===== src/hdl/kcl_pkg.sv =====
package kcl_pkg;

	localparam int CODE_LEN = 4;
	localparam int IDX_W = (CODE_LEN > 1) ? $clog2(CODE_LEN) : 1;
	localparam int CNT_W = $clog2(CODE_LEN + 1);
	localparam int MS_W = 18;
	localparam logic [MS_W-1:0] ELAPSED_MAX = '1;

	// floor(x / 1000) == (x * RECIP_1000) >> RECIP_SHIFT for every 18-bit x
	localparam int RECIP_SHIFT = 28;
	localparam logic [18:0] RECIP_1000 = 19'd268436;
	localparam int PROD_W = MS_W + 19;

	localparam logic [1:0] REG_MAX_ATTEMPTS = 2'd0;
	localparam logic [1:0] REG_NORMAL_LOCK = 2'd1;
	localparam logic [1:0] REG_CHANGE_LOCK = 2'd2;

	typedef enum logic [2:0] {
		MODE_TICK       = 3'd0,
		MODE_DIGIT      = 3'd1,
		MODE_VERIFY     = 3'd2,
		MODE_CLEAR      = 3'd3,
		MODE_BEGIN_CHG  = 3'd4,
		MODE_CHG_DIGIT  = 3'd5,
		MODE_CANCEL_CHG = 3'd6,
		MODE_LOAD       = 3'd7
	} kcl_mode_t;

	typedef enum logic [1:0] {
		CHG_CONTINUE = 2'd0,
		CHG_DONE     = 2'd1,
		CHG_LOCKED   = 2'd2,
		CHG_RETRY    = 2'd3
	} kcl_chg_t;

	typedef logic [CODE_LEN-1:0][7:0] kcl_code_t;

	typedef struct packed {
		logic [3:0]      max_attempts;
		logic [MS_W-1:0] normal_lock_ms;
		logic [MS_W-1:0] change_lock_ms;
	} kcl_cfg_t;

	typedef struct packed {
		kcl_mode_t   mode;
		logic [7:0]  digit;
		logic [31:0] code_word;
	} kcl_item_t;

	typedef struct packed {
		logic            entry_full;
		logic            code_ok;
		kcl_chg_t        change_status;
		logic            lock_released;
		logic            is_locked;
		logic [MS_W-1:0] remaining_ms;
		logic [2:0]      digits_entered;
		logic [3:0]      failures;
		logic            change_phase;
		logic            save_strobe;
		logic [31:0]     saved_code;
	} kcl_res_t;

endpackage


===== src/hdl/kcl_in_if.sv =====
interface kcl_in_if;
	logic        valid;
	logic        ready;
	logic [2:0]  mode;
	logic [7:0]  digit;
	logic [31:0] code_word;

	modport source(output valid, mode, digit, code_word, input ready);
	modport sink(input valid, mode, digit, code_word, output ready);
endinterface


===== src/hdl/kcl_out_if.sv =====
interface kcl_out_if;
	logic        valid;
	logic        ready;
	logic        entry_full;
	logic        code_ok;
	logic [1:0]  change_status;
	logic        lock_released;
	logic        is_locked;
	logic [7:0]  seconds_left;
	logic [2:0]  digits_entered;
	logic [3:0]  failures;
	logic        change_phase;
	logic        save_strobe;
	logic [31:0] saved_code;

	modport source(output valid, entry_full, code_ok, change_status, lock_released, is_locked,
		seconds_left, digits_entered, failures, change_phase, save_strobe, saved_code,
		input ready);
	modport sink(input valid, entry_full, code_ok, change_status, lock_released, is_locked,
		seconds_left, digits_entered, failures, change_phase, save_strobe, saved_code,
		output ready);
endinterface


===== src/hdl/kcl_cfg_if.sv =====
interface kcl_cfg_if;
	logic        valid;
	logic        ready;
	logic [1:0]  index;
	logic [17:0] data;

	modport source(output valid, index, data, input ready);
	modport sink(input valid, index, data, output ready);
endinterface


===== src/hdl/kcl_core.sv =====
module kcl_core (
	input  logic              clk,
	input  logic              arst_n,
	input  logic              step,
	input  kcl_pkg::kcl_cfg_t  cfg,
	input  kcl_pkg::kcl_item_t item,
	output kcl_pkg::kcl_res_t  res
);
	import kcl_pkg::*;

	kcl_code_t       stored_q, entry_q, check_q, new_q;
	kcl_code_t       stored_n, entry_n, check_n, new_n;
	logic [CNT_W-1:0] dc_q, dc_n;
	logic [3:0]      fc_q, fc_n, cfc_q, cfc_n;
	logic            phase_q, phase_n;
	logic            nl_q, nl_n, cl_q, cl_n;
	logic [MS_W-1:0] el_q, el_n;

	always_comb begin
		logic [MS_W-1:0]  e;
		logic [MS_W-1:0]  lim;
		logic [3:0]       inc;
		logic [IDX_W-1:0] idx;
		kcl_code_t        w;

		stored_n = stored_q;
		entry_n  = entry_q;
		check_n  = check_q;
		new_n    = new_q;
		dc_n     = dc_q;
		fc_n     = fc_q;
		cfc_n    = cfc_q;
		phase_n  = phase_q;
		nl_n     = nl_q;
		cl_n     = cl_q;
		el_n     = el_q;
		e        = el_q;
		inc      = '0;
		idx      = dc_q[IDX_W-1:0];
		w        = '0;
		res      = '0;
		res.change_status = CHG_CONTINUE;

		unique case (item.mode)
			MODE_TICK: begin
				if (cl_q || nl_q) begin
					e = (el_q != ELAPSED_MAX) ? el_q + MS_W'(1) : el_q;
					if (cl_q) begin
						if (e >= cfg.change_lock_ms) begin
							cl_n  = 1'b0;
							cfc_n = '0;
							e     = '0;
							res.lock_released = 1'b1;
						end
					end else if (e >= cfg.normal_lock_ms) begin
						nl_n = 1'b0;
						e    = '0;
						res.lock_released = 1'b1;
					end
					el_n = e;
				end
			end
			MODE_DIGIT: begin
				if (dc_q < CNT_W'(CODE_LEN)) begin
					entry_n[idx] = item.digit;
					dc_n = dc_q + CNT_W'(1);
					res.entry_full = (dc_n == CNT_W'(CODE_LEN));
				end
			end
			MODE_VERIFY: begin
				if (entry_q == stored_q) begin
					res.code_ok = 1'b1;
					fc_n = '0;
				end else begin
					inc = (fc_q == 4'hF) ? fc_q : fc_q + 4'd1;
					if (inc >= cfg.max_attempts) begin
						nl_n = 1'b1;
						el_n = '0;
						fc_n = '0;
					end else begin
						fc_n = inc;
					end
				end
			end
			MODE_CLEAR: begin
				dc_n    = '0;
				entry_n = '0;
			end
			MODE_BEGIN_CHG, MODE_CANCEL_CHG: begin
				phase_n = 1'b0;
				dc_n    = '0;
				cfc_n   = '0;
				check_n = '0;
				new_n   = '0;
			end
			MODE_CHG_DIGIT: begin
				if (dc_q < CNT_W'(CODE_LEN)) begin
					dc_n = dc_q + CNT_W'(1);
					if (!phase_q) begin
						w = check_q;
						w[idx] = item.digit;
						check_n = w;
						if (dc_n == CNT_W'(CODE_LEN)) begin
							if (w == stored_q) begin
								phase_n = 1'b1;
								dc_n    = '0;
								cfc_n   = '0;
								new_n   = '0;
							end else begin
								inc = (cfc_q == 4'hF) ? cfc_q : cfc_q + 4'd1;
								cfc_n = inc;
								dc_n  = '0;
								if (inc >= cfg.max_attempts) begin
									cl_n = 1'b1;
									el_n = '0;
									res.change_status = CHG_LOCKED;
								end else begin
									check_n = '0;
									res.change_status = CHG_RETRY;
								end
							end
						end
					end else begin
						w = new_q;
						w[idx] = item.digit;
						new_n = w;
						if (dc_n == CNT_W'(CODE_LEN)) begin
							stored_n = w;
							res.save_strobe = 1'b1;
							res.change_status = CHG_DONE;
							phase_n = 1'b0;
							dc_n    = '0;
							cfc_n   = '0;
							check_n = '0;
							new_n   = '0;
						end
					end
				end
			end
			MODE_LOAD: begin
				for (int i = 0; i < CODE_LEN; i++) begin
					stored_n[i] = (i < 4) ? item.code_word[(3 - (i % 4)) * 8 +: 8] : 8'h00;
				end
			end
			default: ;
		endcase

		// status reflects the state after this transaction
		lim = cl_n ? cfg.change_lock_ms : cfg.normal_lock_ms;
		res.is_locked = cl_n || nl_n;
		res.remaining_ms = ((cl_n || nl_n) && (el_n < lim)) ? lim - el_n : '0;
		res.digits_entered = 3'(dc_n);
		res.failures = fc_n;
		res.change_phase = phase_n;
		for (int i = 0; i < 4; i++) begin
			if (i < CODE_LEN) begin
				res.saved_code[(3 - i) * 8 +: 8] = stored_n[i % CODE_LEN];
			end
		end
	end

	always_ff @(posedge clk or negedge arst_n) begin
		if (!arst_n) begin
			stored_q <= '0;
			entry_q  <= '0;
			check_q  <= '0;
			new_q    <= '0;
			dc_q     <= '0;
			fc_q     <= '0;
			cfc_q    <= '0;
			phase_q  <= 1'b0;
			nl_q     <= 1'b0;
			cl_q     <= 1'b0;
			el_q     <= '0;
		end else if (step) begin
			stored_q <= stored_n;
			entry_q  <= entry_n;
			check_q  <= check_n;
			new_q    <= new_n;
			dc_q     <= dc_n;
			fc_q     <= fc_n;
			cfc_q    <= cfc_n;
			phase_q  <= phase_n;
			nl_q     <= nl_n;
			cl_q     <= cl_n;
			el_q     <= el_n;
		end
	end

endmodule


===== src/hdl/kcl_secs.sv =====
module kcl_secs (
	input  logic [kcl_pkg::MS_W-1:0] remaining_ms,
	output logic [7:0]               seconds
);
	import kcl_pkg::*;

	logic [PROD_W-1:0]             prod;
	logic [PROD_W-RECIP_SHIFT-1:0] quot;

	// divide by 1000 through the reciprocal, then saturate to one byte
	assign prod = PROD_W'(remaining_ms) * PROD_W'(RECIP_1000);
	assign quot = prod[PROD_W-1:RECIP_SHIFT];
	assign seconds = (quot > (PROD_W-RECIP_SHIFT)'(255)) ? 8'hFF : quot[7:0];

endmodule


===== src/hdl/keypad_code_lock_with_lockout_top.sv =====
// Keypad code lock with attempt counting and timed lockout.
//
// req carries one event per transaction: a millisecond tick, a keypad digit,
// verify, clear, the code-change commands, or a code load. rsp returns exactly
// one status transaction per event, in order. cfg writes max_attempts (index 0),
// normal_lock_ms (index 1) and change_lock_ms (index 2); cfg.ready is always
// high, and writes should be made only while no event is in flight.
//
// Events pass an input register, the state-update stage and the seconds stage
// (multiply by the reciprocal of 1000). rsp.valid rises once the event has passed
// the input register, the state-update register and the output register. One
// event is accepted per cycle while req.ready is high; each stage holds its
// contents while the stage after it is full and stalled, so up to three events
// wait when rsp.ready is low before req.ready drops.
//
// Reset clears the stored code, the entry, both failure counters, both lockout
// flags and the lockout timer, and loads the register defaults 3, 30000 and
// 60000. No response is pending after reset.
module keypad_code_lock_with_lockout_top (
	input  logic clk,
	input  logic arst_n,
	kcl_in_if.sink   req,
	kcl_out_if.source rsp,
	kcl_cfg_if.sink  cfg
);
	import kcl_pkg::*;

	kcl_cfg_t  cfg_q;
	kcl_item_t item_s1;
	logic      valid_s1;
	kcl_res_t  res_comb, res_s2;
	logic      valid_s2;
	logic      valid_q;
	logic [7:0] secs;
	logic      adv1, adv2, take;

	assign adv2 = valid_s2 && (!valid_q || rsp.ready);
	assign adv1 = valid_s1 && (!valid_s2 || adv2);
	assign take = req.valid && req.ready;
	assign req.ready = !valid_s1 || adv1;
	assign cfg.ready = 1'b1;

	always_ff @(posedge clk or negedge arst_n) begin
		if (!arst_n) begin
			cfg_q.max_attempts   <= 4'd3;
			cfg_q.normal_lock_ms <= MS_W'(30000);
			cfg_q.change_lock_ms <= MS_W'(60000);
		end else if (cfg.valid) begin
			unique case (cfg.index)
				REG_MAX_ATTEMPTS: cfg_q.max_attempts   <= cfg.data[3:0];
				REG_NORMAL_LOCK:  cfg_q.normal_lock_ms <= cfg.data;
				REG_CHANGE_LOCK:  cfg_q.change_lock_ms <= cfg.data;
				default: ;
			endcase
		end
	end

	// hold the transaction until the state stage takes it
	always_ff @(posedge clk or negedge arst_n) begin
		if (!arst_n) begin
			valid_s1 <= 1'b0;
		end else if (req.ready) begin
			valid_s1 <= req.valid;
		end
	end

	always_ff @(posedge clk) begin
		if (take) begin
			item_s1.mode      <= kcl_mode_t'(req.mode);
			item_s1.digit     <= req.digit;
			item_s1.code_word <= req.code_word;
		end
	end

	kcl_core u_core (
		.clk   (clk),
		.arst_n(arst_n),
		.step  (adv1),
		.cfg   (cfg_q),
		.item  (item_s1),
		.res   (res_comb)
	);

	always_ff @(posedge clk or negedge arst_n) begin
		if (!arst_n) begin
			valid_s2 <= 1'b0;
		end else if (!valid_s2 || adv2) begin
			valid_s2 <= adv1;
		end
	end

	always_ff @(posedge clk) begin
		if (adv1) begin
			res_s2 <= res_comb;
		end
	end

	kcl_secs u_secs (
		.remaining_ms(res_s2.remaining_ms),
		.seconds     (secs)
	);

	always_ff @(posedge clk or negedge arst_n) begin
		if (!arst_n) begin
			valid_q <= 1'b0;
		end else if (!valid_q || rsp.ready) begin
			valid_q <= adv2;
		end
	end

	always_ff @(posedge clk) begin
		if (adv2) begin
			rsp.entry_full     <= res_s2.entry_full;
			rsp.code_ok        <= res_s2.code_ok;
			rsp.change_status  <= res_s2.change_status;
			rsp.lock_released  <= res_s2.lock_released;
			rsp.is_locked      <= res_s2.is_locked;
			rsp.seconds_left   <= secs;
			rsp.digits_entered <= res_s2.digits_entered;
			rsp.failures       <= res_s2.failures;
			rsp.change_phase   <= res_s2.change_phase;
			rsp.save_strobe    <= res_s2.save_strobe;
			rsp.saved_code     <= res_s2.saved_code;
		end
	end

	assign rsp.valid = valid_q;

endmodule

===== src/flat_wrapper.sv =====
// flat-port wrapper written by rule: the top's interface ports become plain ports
module keypad_code_lock_with_lockout_top_flat import kcl_pkg::*;
  (clk, arst_n, req_valid, req_mode, req_digit, req_code_word, req_ready, rsp_valid, rsp_entry_full, rsp_code_ok, rsp_change_status, rsp_lock_released, rsp_is_locked, rsp_seconds_left, rsp_digits_entered, rsp_failures, rsp_change_phase, rsp_save_strobe, rsp_saved_code, rsp_ready, cfg_valid, cfg_index, cfg_data, cfg_ready);
  kcl_in_if req_i ();
  kcl_out_if rsp_i ();
  kcl_cfg_if cfg_i ();
  input  logic clk;
  input  logic arst_n;
  input wire logic [$bits(req_i.valid)-1:0] req_valid;
  input wire logic [$bits(req_i.mode)-1:0] req_mode;
  input wire logic [$bits(req_i.digit)-1:0] req_digit;
  input wire logic [$bits(req_i.code_word)-1:0] req_code_word;
  output wire logic [$bits(req_i.ready)-1:0] req_ready;
  output wire logic [$bits(rsp_i.valid)-1:0] rsp_valid;
  output wire logic [$bits(rsp_i.entry_full)-1:0] rsp_entry_full;
  output wire logic [$bits(rsp_i.code_ok)-1:0] rsp_code_ok;
  output wire logic [$bits(rsp_i.change_status)-1:0] rsp_change_status;
  output wire logic [$bits(rsp_i.lock_released)-1:0] rsp_lock_released;
  output wire logic [$bits(rsp_i.is_locked)-1:0] rsp_is_locked;
  output wire logic [$bits(rsp_i.seconds_left)-1:0] rsp_seconds_left;
  output wire logic [$bits(rsp_i.digits_entered)-1:0] rsp_digits_entered;
  output wire logic [$bits(rsp_i.failures)-1:0] rsp_failures;
  output wire logic [$bits(rsp_i.change_phase)-1:0] rsp_change_phase;
  output wire logic [$bits(rsp_i.save_strobe)-1:0] rsp_save_strobe;
  output wire logic [$bits(rsp_i.saved_code)-1:0] rsp_saved_code;
  input wire logic [$bits(rsp_i.ready)-1:0] rsp_ready;
  input wire logic [$bits(cfg_i.valid)-1:0] cfg_valid;
  input wire logic [$bits(cfg_i.index)-1:0] cfg_index;
  input wire logic [$bits(cfg_i.data)-1:0] cfg_data;
  output wire logic [$bits(cfg_i.ready)-1:0] cfg_ready;
  assign req_i.valid = req_valid;
  assign req_i.mode = req_mode;
  assign req_i.digit = req_digit;
  assign req_i.code_word = req_code_word;
  assign req_ready = req_i.ready;
  assign rsp_valid = rsp_i.valid;
  assign rsp_entry_full = rsp_i.entry_full;
  assign rsp_code_ok = rsp_i.code_ok;
  assign rsp_change_status = rsp_i.change_status;
  assign rsp_lock_released = rsp_i.lock_released;
  assign rsp_is_locked = rsp_i.is_locked;
  assign rsp_seconds_left = rsp_i.seconds_left;
  assign rsp_digits_entered = rsp_i.digits_entered;
  assign rsp_failures = rsp_i.failures;
  assign rsp_change_phase = rsp_i.change_phase;
  assign rsp_save_strobe = rsp_i.save_strobe;
  assign rsp_saved_code = rsp_i.saved_code;
  assign rsp_i.ready = rsp_ready;
  assign cfg_i.valid = cfg_valid;
  assign cfg_i.index = cfg_index;
  assign cfg_i.data = cfg_data;
  assign cfg_ready = cfg_i.ready;
  keypad_code_lock_with_lockout_top u_core (.clk(clk), .arst_n(arst_n), .req(req_i), .rsp(rsp_i), .cfg(cfg_i));
endmodule

===== config.mk =====
export PLATFORM = sky130hd
export DESIGN_NAME = keypad_code_lock_with_lockout_top_flat
export DESIGN_NICKNAME = d
export VERILOG_FILES = /design/src/hdl/kcl_pkg.sv /design/src/hdl/kcl_in_if.sv /design/src/hdl/kcl_out_if.sv /design/src/hdl/kcl_cfg_if.sv /design/src/hdl/kcl_core.sv /design/src/hdl/kcl_secs.sv /design/src/hdl/keypad_code_lock_with_lockout_top.sv /design/src/flat_wrapper.sv
export SDC_FILE = /design/constraint.sdc
export NUM_CORES = 1
export LEC_CHECK = 0
export BUFFER_PORTS_ARGS = -buffer_cell sky130_fd_sc_hd__clkbuf_2
export CAP_MARGIN = 20
export CELL_PAD_IN_SITES_DETAIL_PLACEMENT = 0
export CELL_PAD_IN_SITES_GLOBAL_PLACEMENT = 2
export CORE_MARGIN = 3
export CORE_UTILIZATION = 37
export DETAILED_ROUTE_END_ITERATION = 8
export PLACE_DENSITY_LB_ADDON = 0.1
export SYNTH_ARGS = -nofsm -noshare
export SYNTH_HDL_FRONTEND = slang
export SYNTH_SLANG_ARGS = --single-unit

===== constraint.sdc =====
create_clock -name clk -period 5.9 [get_ports clk]
set_clock_uncertainty 0.1 [all_clocks]
set_input_delay 1.18 -clock clk [delete_from_list [all_inputs] [get_ports clk]]
set_output_delay 1.18 -clock clk [all_outputs]
set_load 0.01 [all_outputs]

==> flow_metrics.py, run 1 <==
metrics = {
    "drt": {
        "postRouteAntennaNets": 0,
        "via_per_inst": 5.20,
        "via_count": 15835,
        "first_pass_iters": 5,
        "wl_um": 60600,
        "drt_first_iter_violations": 814,
        "drc": 0,
        "wl_per_cell_um": 19.9,
    },
    "power": {
        "swShare_pct": 38.0,
        "p_seq_share_pct": 30.5,
        "leakage_nw": 11.7,
        "clkPwrFrac_pct": 26.6,
        "ir_drop_mv": 0.345,
        "p_sw_mw": 4.33,
        "cellPowerDensity_mw_per_mm2": 442,
        "internal_power_mw": 7.08,
        "p_comb_share_pct": 42.9,
        "total_power_mw": 11.4,
    },
    "synthesis": {
        "muxShareOfSynthArea_pct": 3.78,
        "ys_warn_count": 0,
        "synth.net_count": 2357,
        "yosys_register_bits": 366,
        "netlist.area_leader.share_pct": 22.6,
        "ys_types": 70,
        "synth_top_area_cell": "edfxtp_1",
        "synth_compound_area_share_pct": 14.3,
        "yosysSeqAreaShare_pct": 46.1,
        "mappedNetlistArea_mm2": 0.0217,
        "ys_top_cells_by_area": "edfxtp_1 23%, dfrtp_1 22%, ha_1 12%",
        "synth_area_per_cell_um2": 10.7,
        "yosys.area_share.adder_pct": 16.8,
        "synth_async_sr_flop_share_pct": 55.5,
        "synth_xor_area_share_pct": 3.87,
        "synth-simple-area-share_pct": 10.1,
        "synth_edf_count": 163,
        "synth_cells": 2026,
        "synth_flop_cell": "dfrtp_1",
        "synth_top_family_by_area": "adder cells",
    },
    "placement": {
        "hpwl_um": 44700,
        "portBuffers": 124,
        "place_ws_ns": -0.126,
        "dpl_cell_area_mm2": 0.0239,
        "routabilityCongestion": 0.844,
        "placed_cells": 2956,
    },
    "final_layout": {
        "synthToLayoutAreaGrowth_pct": 19.0,
        "nets": 2574,
        "diodes": 0,
        "final_layout_size_suffix_gt1_share_pct": 18.9,
        "final_cell_mix": "297 x nand2_1, 214 x ha_1, 194 x inv_1",
        "final_common_cell": "nand2_1",
        "fin_area_mm2": 0.0258,
        "final_cells": 3045,
    },
    "sta": {
        "finalMaxSlewViolations": 0,
        "finalHoldViolations": 0,
        "finalHoldWorstSlack_ns": 0.316,
        "relSlewSlack_pct": 30.6,
        "setup_viol": 0,
        "fin_crit_ns": 5.61,
        "tightest_slew_ns": 1.03,
        "fin_ws_ns": 0.294,
        "period_share_pct": 95.0,
        "fmax_ghz": 0.178,
    },
    "global_route": {
        "grt_use_met2_pct": 34.0,
        "grt_remaining_overflow": 0,
        "met3_usage_pct": 2.71,
        "gr-max-usage-layer": "met2",
        "track_usage_pct": 20.1,
        "grt_pass1_vias": 16599,
        "antenna_found_initial": 2,
        "gr-usage-met1_pct": 26.7,
        "grt_max_degree": 83,
        "grt_pass1_wl_um": 95300,
    },
    "clock_network": {
        "ctsRootBufferMaster": "clkbuf_16",
        "cts-htree-levels": 2,
        "numClockSinks": 366,
        "cts_tree": "built",
        "path_clk_slew_ns": 0.06,
        "holdBufCountCts": 0,
        "cts_buffer_depth": 3,
        "clk_latency_ns": 0.59,
        "cts_buffers": 45,
    },
    "worst_setup_path": {
        "critPathCaptureType": "flip-flop",
        "path_cells": "nand4_1, nor4_4, and2b_1, buf_4, mux2_2, ha_1, a2111o_1, a21oi_2, o21a_2, o21ai_2, o31ai_4, mux2i_1, ha_2, inv_1, fa_2, a21oi_2, o21ai_2, a211oi_2, o31ai_2, a31oi_2, a31oi_4, o21ai_4, nor2_1",
        "critPathLaunchType": "flip-flop",
        "cp_slowest_cell": "a2111o_1",
        "cp_max_fo": 8,
        "worstPathArrival_ns": 5.84,
        "cpPeakStageDelay_ns": 0.41,
        "path_class": "reg -> reg",
        "cp.required_ns": 6.13,
    },
    "floorplan": {
        "die-area_mm2": 0.0616,
        "fp.coreArea_mm2": 0.0579,
        "initial_core_util_pct": 37.5,
        "ios": 126,
        "die_y_um": 248,
        "die_w_um": 248,
        "rows": 88,
    },
    "status": {
        "status": "completed",
    },
    "flow_run": {
        "max-cap-violations": 0,
    },
    "hold_path": {
        "min_path_type": "reg -> reg",
    },
}
==> critical path: cells and delay by family, from the launching register on <==
kind / cells / cell delay, ns
compound gates: 12 / 2.24
flops: 1 / 0.35
buf+inv: 2 / 0.23
simple gates: 4 / 0.87
mux: 2 / 0.66
fa+ha+maj: 3 / 0.89
==> cell type report <==
type | instances | area (µm²)
fill | 5560 | 32100
multi-input combinational | 1385 | 10800
sequential | 366 | 9990
timing repair buffer | 249 | 1660
clock buffer | 53 | 1210
tap | 765 | 957
inverter | 196 | 738
clock inverter | 31 | 434
==> worst paths after layout <==
check,from,end,slack [ns],depth (start not counted)
setup reg to reg,u_core.u_core.el_q[4]$_DFFE_PN0P_,u_core.res_s2[46]$_SDFFCE_PN0P_,0.29,23
min in group asynchronous,arst_n,u_core.cfg_q[33]$_DFFE_PN0P_,0.54,1
max in group asynchronous,arst_n,u_core.u_core.stored_q[9]$_DFFE_PN0P_,4.04,2
hold reg to reg,u_core.res_s2[17]$_DFFE_PP_,u_core.rsp.saved_code[17]$_DFFE_PP_,0.32,0
hold / removal,u_core.res_s2[17]$_DFFE_PP_,u_core.rsp.saved_code[17]$_DFFE_PP_,0.32,0
setup / recovery,u_core.u_core.el_q[4]$_DFFE_PN0P_,u_core.res_s2[46]$_SDFFCE_PN0P_,0.29,23
==> power groups by stage <==
| stage | Combinational (mW) | Sequential, mW | Clock [mW] |
|---|---|---|---|
| floorplan | 3.40 | 3.43 | 0 |
| detailed placement | 4.86 | 3.54 | 0 |
| global route | 5.66 | 3.53 | 3.23 |
| finish | 4.89 | 3.48 | 3.03 |
| global placement | 4.84 | 3.53 | 0 |
| CTS | 4.92 | 3.49 | 3.12 |
==> state kept, by name, summed over array words and instances (netlist names), 4 cells and up <==
name                     flops
u_core.rsp.seconds_left      8
u_core.u_core.stored_q      32
u_core.item_s1              43
u_core.u_core.fc_q           4
u_core.u_core.entry_q       32
u_core.u_core.new_q         32
u_core.rsp.saved_code       32
u_core.rsp.failures          4
u_core.cfg_q                40
u_core.u_core.cfc_q          4
u_core.res_s2               65
u_core.u_core.check_q       32
u_core.u_core.el_q          18
==> cell families (layout without fill, tap and decap cells) <==
kind of cell | after synthesis | in the layout
AO/OA/AOI/OAI | 454 | 455
XOR/XNOR | 96 | 96
adder cells (fa/ha/maj) | 263 | 263
buffers and inverters | 276 | 529
flip-flops | 366 | 366
multiplexers | 77 | 77
other | 1 | 1
AND/OR/NAND/NOR | 493 | 493
==> layer usage <==
layer	routed length, µm	part of all wire (%)
met5	0	0
met3	2090	3.5
met2	29100	48
met4	1940	3.2
met1	27600	45
==> through the flow <==
step | setup TNS (ns) | util [%]
2_1_floorplan | 0 | -
3_3_place_gp | 0 | 41.3
3_5_place_dp | -1.14 | 41.3
4_1_cts | 0 | 44.3
5_1_grt | -0.183 | 44.6
6_report | 0 | 44.6
==> Yosys cell counts (5+ instances only) <==
cell,n
a211oi_1,8
a21boi_0,8
a21o_1,25
a21oi_1,48
a22o_1,82
a22oi_1,16
a31oi_1,11
and2_1,9
and3_1,11
and4_1,6
buf_2,6
buf_6,7
clkbuf_1,62
dfrtp_1,187
dfstp_2,16
edfxtp_1,163
fa_1,47
ha_1,216
inv_1,195
mux2_2,40
mux2i_1,37
nand2_1,300
nand2b_1,17
nand3_1,20
nand4_1,20
nor2_1,53
nor2b_1,13
nor3_1,16
nor4_1,11
o211ai_1,5
o21a_1,7
o21ai_0,158
o21ai_2,5
o2bb2ai_1,34
o31ai_1,9
or3_1,5
xnor2_1,82
xor2_1,14
==> repair_timing <==
| item | 4_1_cts | 5_1_grt |
|---|---|---|
| pin swaps | 3 | 8 |
| endpoints found under the setup margin | 17 | 25 |
| gates resized for setup | 10 | 35 |
| gates cloned | 1 | 0 |
| setup buffers | 0 | 3 |
Power figures use the tool's default switching activity.
==> run 2, diff against run 1 <==
- CORE_UTILIZATION: 37 -> 45
- clock period: 5.9 -> 6.6 ns (I/O delays scaled with it)
==> flow_metrics.py, run 2 (synthesis results as in run 1) <==
metrics = {
    "placement": {
        "place_ws_ns": 0.194,
        "hpwl_um": 40700,
        "portBuffers": 124,
        "routabilityCongestion": 0.863,
    },
    "clock_network": {
        "cts_tree": "built",
        "numClockSinks": 366,
        "cts-htree-levels": 2,
        "clk_latency_ns": 0.57,
        "ctsRootBufferMaster": "clkbuf_16",
        "path_clk_slew_ns": 0.06,
        "cts_buffers": 43,
        "cts_buffer_depth": 3,
    },
    "global_route": {
        "grt_pass1_vias": 15904,
        "grt_remaining_overflow": 0,
        "antenna_found_initial": 0,
        "track_usage_pct": 22.5,
        "grt_pass1_wl_um": 89700,
        "grt_max_degree": 108,
    },
    "floorplan": {
        "initial_core_util_pct": 46.1,
        "fp.coreArea_mm2": 0.0471,
        "ios": 126,
        "die_y_um": 226,
        "rows": 79,
        "die-area_mm2": 0.0509,
        "die_w_um": 226,
    },
    "power": {
        "ir_drop_mv": 0.258,
        "leakage_nw": 11.1,
        "cellPowerDensity_mw_per_mm2": 393,
        "total_power_mw": 9.70,
    },
    "sta": {
        "fmax_ghz": 0.163,
        "tightest_slew_ns": 0.972,
        "fin_crit_ns": 6.15,
        "period_share_pct": 93.1,
        "finalHoldViolations": 0,
        "finalMaxSlewViolations": 0,
        "setup_viol": 0,
        "fin_ws_ns": 0.452,
        "relSlewSlack_pct": 35.0,
    },
    "hold_path": {
        "min_path_type": "reg -> reg",
    },
    "drt": {
        "wl_per_cell_um": 20.2,
        "first_pass_iters": 8,
        "drc": 0,
        "via_per_inst": 5.53,
        "postRouteAntennaNets": 0,
        "wl_um": 56800,
        "drt_first_iter_violations": 1102,
        "via_count": 15526,
    },
    "final_layout": {
        "synthToLayoutAreaGrowth_pct": 13.7,
        "regMostFlops": "u_core.res_s2",
        "largest_reg_flops": 65,
        "nets": 2497,
        "reg_top3": "u_core.res_s2 x65, u_core.item_s1 x43, u_core.cfg_q x40",
        "final_layout_size_suffix_gt1_share_pct": 15.0,
        "final_common_cell": "nand2_1",
        "final_cell_mix": "298 x nand2_1, 216 x ha_1, 194 x inv_1",
        "fillCellCount": 4245,
        "diodes": 0,
    },
    "worst_setup_path": {
        "worstPathArrival_ns": 6.35,
        "path_class": "reg -> reg",
        "critPathCaptureType": "flip-flop",
        "path_buf_inv": 2,
        "cpPeakStageDelay_ns": 0.44,
        "critPathLaunchType": "flip-flop",
        "cp_max_fo": 17,
        "cp.required_ns": 6.80,
        "crit_path_frequent_cell": "ha_1",
        "critPathTopFamily": "compound AO/OA/AOI/OAI gates",
        "cp_slowest_cell": "dfrtp_1",
    },
    "status": {
        "status": "completed",
    },
    "flow_run": {
        "max-cap-violations": 0,
    },
}
-- run 2: cell types whose count changed in the layout (fill, tap and decap cells not counted), sizes merged --
| cell | change |
|---|---|
| buf | -75 |
| bufinv | -6 |
| clkbuf | +8 |
| clkinv | -6 |
| clkinvlp | -1 |
-- run 2: cell type report --
type	instances	area, µm²	area share, %
multi-input cells	1385	10700	43.4
clock buffers	61	1240	5.01
clock inverters	18	203	0.821
flip-flops and latches	366	9990	40.5
inverters	196	738	2.99
repair buffers	174	1030	4.17
well taps	607	759	3.08
-- run 2: path summary, 6_finish.rpt --
check | slack, ns | cells past startpoint | endpoint | from
max | 0.45 | 28 | u_core.res_s2[46]$_SDFFCE_PN0P_ | u_core.u_core.el_q[0]$_DFFE_PN0P_
min | 0.31 | 0 | u_core.rsp.lock_released$_DFFE_PP_ | u_core.res_s2[60]$_SDFFCE_PN0P_
max reg2reg | 0.45 | 28 | u_core.res_s2[46]$_SDFFCE_PN0P_ | u_core.u_core.el_q[0]$_DFFE_PN0P_
min reg2reg | 0.31 | 0 | u_core.rsp.lock_released$_DFFE_PP_ | u_core.res_s2[60]$_SDFFCE_PN0P_
max in group asynchronous | 4.54 | 2 | u_core.u_core.stored_q[6]$_DFFE_PN0P_ | arst_n
min in group asynchronous | 0.71 | 1 | u_core.cfg_q[12]$_DFFE_PN0P_ | arst_n
-- run 2: timing repair --
action	in CTS	in global routing
endpoints found under the setup margin	0	18
hold buffers	0	0
endpoints found under the hold margin	0	0
buffers inserted	0	7
gates resized for setup	0	21
-- run 2: stage by stage --
step                      utilization [%]  cell area (µm²)  hold slack, ns  instances  TNS [ns]
after CTS                            52.1            24500           0.314       2796         0
after floorplan                         -            21700           0.300       2026         0
final                                52.4            24700           0.312       2807         0
after detailed placement             49.0            23100           0.305       2717         0
after global routing                 52.4            24700           0.311       2807   -0.0378
after global placement               49.0            23100           0.301       2716         0
-- run 2: where the power goes --
part           leakage [nW]  total (mW)  internal [mW]  switching [mW]
clock                 0.705        2.42           1.43           0.988
sequential             4.28        3.14           2.80           0.335
combinational          6.14        4.15           1.73            2.41
total                  11.1        9.70           5.97            3.74
-- run 2: metal layers --
metal / up-vias / GRT usage [%] / wire (µm) / part of all wire (%)
met5: - / 0 / 0 / 0
met4: 0 / 6.05 / 1200 / 2.1
met3: 72 / 2.51 / 1840 / 3.2
met2: 295 / 39.3 / 28300 / 50
met1: 7701 / 30.1 / 25500 / 45
li1: 7458 / - / - / -
